==> config.mk <==
export PLATFORM = sky130hd
export DESIGN_NAME = square_wave_sound_channel_top
export DESIGN_NICKNAME = d
export VERILOG_FILES = /design/src/design/sqch_pkg.sv /design/src/design/sqch_channel.sv /design/src/design/square_wave_sound_channel_top.sv
export SDC_FILE = /design/constraint.sdc
export NUM_CORES = 1
export LEC_CHECK = 0
export BUFFER_PORTS_ARGS = -buffer_cell sky130_fd_sc_hd__clkbuf_2
export CORE_MARGIN = 3
export CORE_UTILIZATION = 35
export CTS_CLUSTER_SIZE = 28
export DETAILED_ROUTE_END_ITERATION = 12
export GPL_ROUTABILITY_DRIVEN = 0
export PLACE_DENSITY_LB_ADDON = 0.25
export SYNTH_ARGS = -nofsm -noshare
export SYNTH_HDL_FRONTEND = slang
export SYNTH_SLANG_ARGS = --single-unit
==> constraint.sdc <==
create_clock -name clock -period 3.5 [get_ports clock]
set_input_delay 0.35 -clock clock [delete_from_list [all_inputs] [get_ports clock]]
set_output_delay 0.35 -clock clock [all_outputs]
set_load 0.01 [all_outputs]
==> src/design/sqch_pkg.sv <==
`timescale 1ns / 1ps
// Shared types and constants for the square-wave sound channel.
package sqch_pkg;

   typedef enum logic [2:0] {
      KIND_READ     = 3'd0,
      KIND_WRITE    = 3'd1,
      KIND_FREQ     = 3'd2,
      KIND_LENGTH   = 3'd3,
      KIND_ENVELOPE = 3'd4,
      KIND_CLEAR    = 3'd5
   } kind_type;

   localparam logic [15:0] ADDR_DUTY = 16'hFF16;
   localparam logic [15:0] ADDR_ENV  = 16'hFF17;
   localparam logic [15:0] ADDR_PLOW = 16'hFF18;
   localparam logic [15:0] ADDR_CTRL = 16'hFF19;

   localparam logic [7:0]  DUTY_READ_MASK = 8'h3F;
   localparam logic [7:0]  CTRL_READ_MASK = 8'hBF;
   localparam logic [7:0]  OPEN_BUS       = 8'hFF;
   localparam logic [31:0] DUTY_PATTERNS_RESET = 32'h7EE18180;
   localparam logic [6:0]  LENGTH_FULL    = 7'd64;
   localparam logic [11:0] PERIOD_SPAN    = 12'd2048;
   localparam logic [3:0]  VOLUME_MAX     = 4'd15;

   typedef struct packed {
      logic [2:0]  kind;
      logic [15:0] address;
      logic [7:0]  write_data;
   } item_type;

   typedef struct packed {
      logic [7:0] read_data;
      logic [3:0] sample_level;
      logic       channel_on;
   } result_type;

endpackage

==> src/design/sqch_channel.sv <==
`timescale 1ns / 1ps
// Channel state registers and the single-pass update for one request.
module sqch_channel (
   input  logic                clock,
   input  logic                reset,
   input  logic                step,
   input  sqch_pkg::item_type  item,
   input  logic [31:0]         duty_patterns,
   output sqch_pkg::result_type result
);
   import sqch_pkg::*;

   logic [7:0]  duty_length_ff, duty_length_in;
   logic [7:0]  envelope_ff, envelope_in;
   logic [7:0]  period_low_ff, period_low_in;
   logic [7:0]  control_ff, control_in;
   logic        active_ff, active_in;
   logic [6:0]  length_count_ff, length_count_in;
   logic [2:0]  envelope_count_ff, envelope_count_in;
   logic [3:0]  volume_ff, volume_in;
   logic [10:0] period_ff, period_in;
   logic [13:0] freq_timer_ff, freq_timer_in;
   logic [2:0]  duty_position_ff, duty_position_in;

   logic [10:0] trig_period;
   logic [11:0] span;
   logic [13:0] reload_cur;
   logic [13:0] reload_trig;
   logic [13:0] timer_dec;
   logic [2:0]  env_dec;
   logic [6:0]  len_dec;
   logic [7:0]  read_data;
   logic [4:0]  pattern_bit;

   always_comb begin
      trig_period = {item.write_data[2:0], period_low_ff};
      span        = PERIOD_SPAN - {1'b0, period_ff};
      reload_cur  = {span, 2'b00};
      span        = PERIOD_SPAN - {1'b0, trig_period};
      reload_trig = {span, 2'b00};
      timer_dec   = freq_timer_ff - 14'd1;
      env_dec     = envelope_count_ff - 3'd1;
      len_dec     = length_count_ff - 7'd1;
   end

   always_comb begin
      duty_length_in    = duty_length_ff;
      envelope_in       = envelope_ff;
      period_low_in     = period_low_ff;
      control_in        = control_ff;
      active_in         = active_ff;
      length_count_in   = length_count_ff;
      envelope_count_in = envelope_count_ff;
      volume_in         = volume_ff;
      period_in         = period_ff;
      freq_timer_in     = freq_timer_ff;
      duty_position_in  = duty_position_ff;
      read_data         = OPEN_BUS;

      case (kind_type'(item.kind))
         KIND_READ: begin
            if (item.address == ADDR_DUTY) begin
               read_data = duty_length_ff | DUTY_READ_MASK;
            end else if (item.address == ADDR_ENV) begin
               read_data = envelope_ff;
            end else if (item.address == ADDR_CTRL) begin
               read_data = control_ff | CTRL_READ_MASK;
            end
         end
         KIND_WRITE: begin
            if (item.address == ADDR_DUTY) begin
               duty_length_in  = item.write_data;
               length_count_in = LENGTH_FULL - {1'b0, item.write_data[5:0]};
            end else if (item.address == ADDR_ENV) begin
               envelope_in = item.write_data;
               if (item.write_data[7:3] == 5'd0) begin
                  active_in = 1'b0;
               end
            end else if (item.address == ADDR_PLOW) begin
               period_low_in = item.write_data;
            end else if (item.address == ADDR_CTRL) begin
               control_in = item.write_data;
               if (item.write_data[7]) begin
                  // trigger: restart the counters from the registers; the length counter only if it is zero
                  if (envelope_ff[7:3] != 5'd0) begin
                     active_in = 1'b1;
                  end
                  if (length_count_ff == 7'd0) begin
                     length_count_in = LENGTH_FULL;
                  end
                  envelope_count_in = envelope_ff[2:0];
                  volume_in         = envelope_ff[7:4];
                  period_in         = trig_period;
                  freq_timer_in     = reload_trig;
                  duty_position_in  = 3'd0;
               end
            end
         end
         KIND_FREQ: begin
            if (freq_timer_ff != 14'd0) begin
               freq_timer_in = timer_dec;
               if (timer_dec == 14'd0) begin
                  freq_timer_in    = reload_cur;
                  duty_position_in = duty_position_ff + 3'd1;
               end
            end
         end
         KIND_LENGTH: begin
            if (control_ff[6] && length_count_ff != 7'd0) begin
               length_count_in = len_dec;
               if (len_dec == 7'd0) begin
                  active_in = 1'b0;
               end
            end
         end
         KIND_ENVELOPE: begin
            if (envelope_ff[2:0] != 3'd0 && envelope_count_ff != 3'd0) begin
               envelope_count_in = env_dec;
               if (env_dec == 3'd0) begin
                  envelope_count_in = envelope_ff[2:0];
                  if (envelope_ff[3]) begin
                     if (volume_ff < VOLUME_MAX) begin
                        volume_in = volume_ff + 4'd1;
                     end
                  end else if (volume_ff != 4'd0) begin
                     volume_in = volume_ff - 4'd1;
                  end
               end
            end
         end
         KIND_CLEAR: begin
            duty_length_in    = 8'd0;
            envelope_in       = 8'd0;
            period_low_in     = 8'd0;
            control_in        = 8'd0;
            active_in         = 1'b0;
            length_count_in   = 7'd0;
            envelope_count_in = 3'd0;
            volume_in         = 4'd0;
            period_in         = 11'd0;
            freq_timer_in     = 14'd0;
            duty_position_in  = 3'd0;
         end
         default: begin
         end
      endcase

      pattern_bit         = {duty_length_in[7:6], duty_position_in};
      result.read_data    = read_data;
      result.channel_on   = active_in;
      result.sample_level = 4'd0;
      if (active_in && envelope_in[7:3] != 5'd0 && duty_patterns[pattern_bit]) begin
         result.sample_level = volume_in;
      end
   end

   always_ff @(posedge clock) begin
      if (reset) begin
         duty_length_ff    <= 8'd0;
         envelope_ff       <= 8'd0;
         period_low_ff     <= 8'd0;
         control_ff        <= 8'd0;
         active_ff         <= 1'b0;
         length_count_ff   <= 7'd0;
         envelope_count_ff <= 3'd0;
         volume_ff         <= 4'd0;
         period_ff         <= 11'd0;
         freq_timer_ff     <= 14'd0;
         duty_position_ff  <= 3'd0;
      end else if (step) begin
         duty_length_ff    <= duty_length_in;
         envelope_ff       <= envelope_in;
         period_low_ff     <= period_low_in;
         control_ff        <= control_in;
         active_ff         <= active_in;
         length_count_ff   <= length_count_in;
         envelope_count_ff <= envelope_count_in;
         volume_ff         <= volume_in;
         period_ff         <= period_in;
         freq_timer_ff     <= freq_timer_in;
         duty_position_ff  <= duty_position_in;
      end
   end

endmodule

==> src/design/square_wave_sound_channel_top.sv <==
`timescale 1ns / 1ps
// Top level of the square-wave sound channel: request and response registers.
//
//   channel   ports                                          direction
//   req       req_valid req_stall req_type req_address          in
//             req_write_data
//   rsp       rsp_valid rsp_stall rsp_read_data                 out
//             rsp_sample_level rsp_channel_on
//   csr       csr_wr_en csr_wr_data (duty patterns word)        in
//
// One request per clock while the response side does not stall: a transfer
// lands in the request register, is applied to the channel state as it moves
// on into the response register, and a new request is taken in that same move.
// Reset clears every channel register and loads the standard duty patterns.
// While the response register holds an untaken result, the request register
// still empties into it as soon as the result is taken; req_stall rises only
// when both registers are full and the response side stalls.
module square_wave_sound_channel_top (
   input  logic        clock,
   input  logic        reset,
   input  logic        req_valid,
   output logic        req_stall,
   input  logic [2:0]  req_type,
   input  logic [15:0] req_address,
   input  logic [7:0]  req_write_data,
   output logic        rsp_valid,
   input  logic        rsp_stall,
   output logic [7:0]  rsp_read_data,
   output logic [3:0]  rsp_sample_level,
   output logic        rsp_channel_on,
   input  logic        csr_wr_en,
   input  logic [31:0] csr_wr_data
);
   import sqch_pkg::*;

   logic        in_valid_ff, in_valid_in;
   item_type    item_ff;
   logic        out_valid_ff, out_valid_in;
   result_type  result_ff;
   result_type  result_next;
   logic [31:0] duty_patterns_ff;
   logic        accept;
   logic        advance;

   // advance the held request when the response register is free or draining
   assign advance   = in_valid_ff && (!out_valid_ff || !rsp_stall);
   assign req_stall = in_valid_ff && !advance;
   assign accept    = req_valid && !req_stall;

   always_comb begin
      in_valid_in = in_valid_ff;
      if (accept) begin
         in_valid_in = 1'b1;
      end else if (advance) begin
         in_valid_in = 1'b0;
      end

      out_valid_in = out_valid_ff;
      if (advance) begin
         out_valid_in = 1'b1;
      end else if (out_valid_ff && !rsp_stall) begin
         out_valid_in = 1'b0;
      end
   end

   always_ff @(posedge clock) begin
      if (reset) begin
         in_valid_ff      <= 1'b0;
         out_valid_ff     <= 1'b0;
         duty_patterns_ff <= DUTY_PATTERNS_RESET;
      end else begin
         in_valid_ff  <= in_valid_in;
         out_valid_ff <= out_valid_in;
         if (csr_wr_en) begin
            duty_patterns_ff <= csr_wr_data;
         end
      end
   end

   // payload registers: hold the request and the result until they move on
   always_ff @(posedge clock) begin
      if (accept) begin
         item_ff.kind       <= req_type;
         item_ff.address    <= req_address;
         item_ff.write_data <= req_write_data;
      end
      if (advance) begin
         result_ff <= result_next;
      end
   end

   sqch_channel u_channel (
      .clock         (clock),
      .reset         (reset),
      .step          (advance),
      .item          (item_ff),
      .duty_patterns (duty_patterns_ff),
      .result        (result_next)
   );

   assign rsp_valid        = out_valid_ff;
   assign rsp_read_data    = result_ff.read_data;
   assign rsp_sample_level = result_ff.sample_level;
   assign rsp_channel_on   = result_ff.channel_on;

endmodule

==> flow_summary.json <==
{
  "final_util_pct": 44.7,
  "die_y_um": 151,
  "antenna_found_initial": 0,
  "synth_top_cell_by_area": "dfxtp_1",
  "cts_tree": "built",
  "clock_latency_ps": 430,
  "synth_flop_cell": "dfxtp_1",
  "synthArstFlopShare_pct": 0,
  "ys_top_cells_by_area": "dfxtp_1, edfxtp_1, nor2_1",
  "worstSetupPathType": "flop to flop",
  "final_common_cell": "nor2_1",
  "cts-root-buf": "clkbuf_16",
  "vias_per_cell": 5.28,
  "layout-drive-gt1-share_pct": 24.1,
  "route.met2.wl_um": 8850,
  "crit_arrival_ps": 3740,
  "finClkSkew_ps": 5.96,
  "synth_mux_area_share_pct": 6.89,
  "clk_pin_slew_ps": 60,
  "start_kind": "flop",
  "ant_nets": 0,
  "die_w_um": 151,
  "synth_cells": 822,
  "dp_hpwl_um": 13800,
  "synthAdderAreaFrac_pct": 2.39,
  "syn-num-nets": 900,
  "slew_violations": 0,
  "dr.pass1.iters": 5,
  "final_cell_area_sq_mm": 0.00914,
  "synth-edff-count": 40,
  "post_dp_cell_area_sq_mm": 0.00821,
  "rsz0062_at_grt": "true",
  "critPathCaptureType": "flop",
  "maxSlewHeadroom_pct": 28.0,
  "status": "finished, final reports clean",
  "grt_use_total_pct": 17.8,
  "area_growth_pct": 24.7,
  "nNetsFinal": 1005,
  "yosysWarnings": 0,
  "core_sq_mm": 0.0204,
  "synth-seq-cells": 136,
  "yosys.area_share.simple_pct": 22.1,
  "avgRoutedWirePerCell_um": 16.4,
  "cts_htree_levels": 4,
  "avgSynthCellArea_sq_um": 8.92,
  "fp.dieArea_sq_mm": 0.0227,
  "worstPathMaxFanout": 5,
  "ir_drop_mv": 0.347,
  "r2r_setup_slack_ps": 30,
  "critical_path.max_stage_delay_ps": 550,
  "hold_viol": 0,
  "grt_max_degree": 97,
  "grt_pass1_wl_um": 32200,
  "pin_count": 79,
  "num_vias": 6388,
  "drv_cap": 0,
  "route.final.wire_length_um": 19900,
  "cts_sinks": 136,
  "tightest_slew_ps": 1080,
  "dr_wl_met3_um": 977,
  "synth_top_family_by_area": "simple AND/OR/NAND/NOR gates",
  "yosysTopAreaCellShare_pct": 26.2,
  "highest_layer": "met4",
  "initial_core_util_pct": 35.9,
  "finalCritPeriodShare_pct": 99.3,
  "ys_seq_area_share_pct": 42.6,
  "holdCritPathClass": "input pin to flop",
  "powerDensity_mw_per_mm2": 452,
  "power.leakage_uw": 0.00349,
  "fmax_mhz": 288,
  "period_needed_ps": 3470,
  "num_antenna_cells": 0,
  "crit_chain": "inv_1 -> ha_4 -> xor2_2 -> or4_4 -> nor3_4 -> buf_4 -> o2111ai_4 -> mux2_4 -> nand2b_1 -> a221o_1 -> a21oi_2 -> nor4_4 -> buf_6 -> nor3_2",
  "synth_area_sq_mm": 0.00733,
  "setup_viol": 0,
  "synth-xor-area-share_pct": 4.54,
  "drcViolationCount": 0,
  "critPathSlowestCell": "or4_4",
  "layout_common_cells": "nor2_1, dfxtp_1, clkbuf_2",
  "met1Wirelength_um": 9710,
  "gr-total-overflow": 0,
  "drtIter0Drc": 527,
  "whs_ps": 95.2,
  "portBuffers": 78,
  "ys_types": 68,
  "grt_pass1_vias": 6126,
  "synth_compound_area_share_pct": 17.5,
  "cts_made_buffers": 17,
  "num_rows": 52,
  "cts_buffer_depth": 2,
  "required_ps": 3770
}
-- worst paths after layout --
path / to / from / cells after the start
setup / recovery: rsp_sample_level[2] / u_channel.freq_timer_ff[1] / 14
hold reg to reg: u_channel.active_ff / u_channel.active_ff / 2
hold / removal: item_ff[21] / req_address[13] / 1
setup reg to reg: rsp_sample_level[2] / u_channel.freq_timer_ff[1] / 14
-- worst max-delay path, delay by kind of cell (launching register included) --
family	cells	cell delay (ps)
flip-flops	1	340
AND/OR/NAND/NOR	5	1170
adder cells (fa/ha/maj)	1	200
buffers and inverters	3	410
multiplexers	1	360
AO/OA/AOI/OAI	3	670
XOR/XNOR	1	160
-- cell families after synthesis --
family	after synthesis
xor+xnor	38
mux	48
buf+inv	75
simple gates	323
flops	136
compound gates	188
fa+ha+maj	14
-- sequential cells by signal, summed over array words and instances (netlist names) --
| register | cells |
|---|---|
| in_valid_ff | 1 |
| u_channel.envelope_count_ff | 3 |
| u_channel.control_ff | 1 |
| u_channel.freq_timer_ff | 14 |
| u_channel.length_count_ff | 7 |
| u_channel.envelope_ff | 8 |
| rsp_sample_level | 4 |
| rsp_channel_on | 1 |
| u_channel.duty_position_ff | 3 |
| u_channel.volume_ff | 4 |
| u_channel.period_ff | 11 |
| rsp_read_data | 8 |
| rsp_valid | 1 |
| item_ff | 27 |
| u_channel.active_ff | 1 |
| u_channel.period_low_ff | 8 |
| u_channel.duty_length_ff | 2 |
| duty_patterns_ff | 32 |
-- cell usage after synthesis, types with 26 or more instances --
master and instances:
edfxtp_1 40, a211oi_1 30, nand2_1 71, dfxtp_1 96, inv_1 26, nor2_1 103
nor3_1 26, clkbuf_1 40, o21ai_0 33, a21oi_1 49, mux2i_1 37, nand3_1 29
-- what timing repair did --
item | 4_1_cts | 5_1_grt
setup buffers | 6 | 8
setup endpoints to repair | 4 | 4
hold buffers | 0 | 0
pin swaps | 12 | 15
gates resized for setup | 17 | 29
-- layout make-up --
| class | instances | area, sq um |
|---|---|---|
| clock buffer | 21 | 504 |
| clock inverter | 11 | 104 |
| fill | 2029 | 11300 |
| inverter | 27 | 101 |
| multi-input combinational | 611 | 4150 |
| sequential | 136 | 3130 |
| tap | 270 | 338 |
| timing repair buffer | 134 | 821 |
-- metal layers --
| layer | global-route usage (%) | vias up |
|---|---|---|
| met2 | 26.2 | 190 |
| met1 | 25.8 | 2965 |
| met4 | 6.44 | 0 |
| met5 | 0 | - |
| met3 | 3.58 | 32 |
| li1 | - | 3201 |
-- stage by stage --
stage	setup TNS [ps]	power [uW]	setup WS (ps)	instances
2_1_floorplan	0	2100	28.8	822
3_3_place_gp	-76.1	2270	-25.9	1165
3_5_place_dp	-310	2270	-83.5	1165
4_1_cts	0	4120	11.7	1203
5_1_grt	-318	4290	-111	1210
6_report	0	4130	25.4	1210
-- power breakdown --
part	leakage, uW	switching [uW]	internal (uW)
clock	0.000292	731	1110
sequential	0.00114	52.5	1690
combinational	0.00205	301	251
total	0.00349	1080	3050
Note: power is estimated with default switching activity, not from simulation.
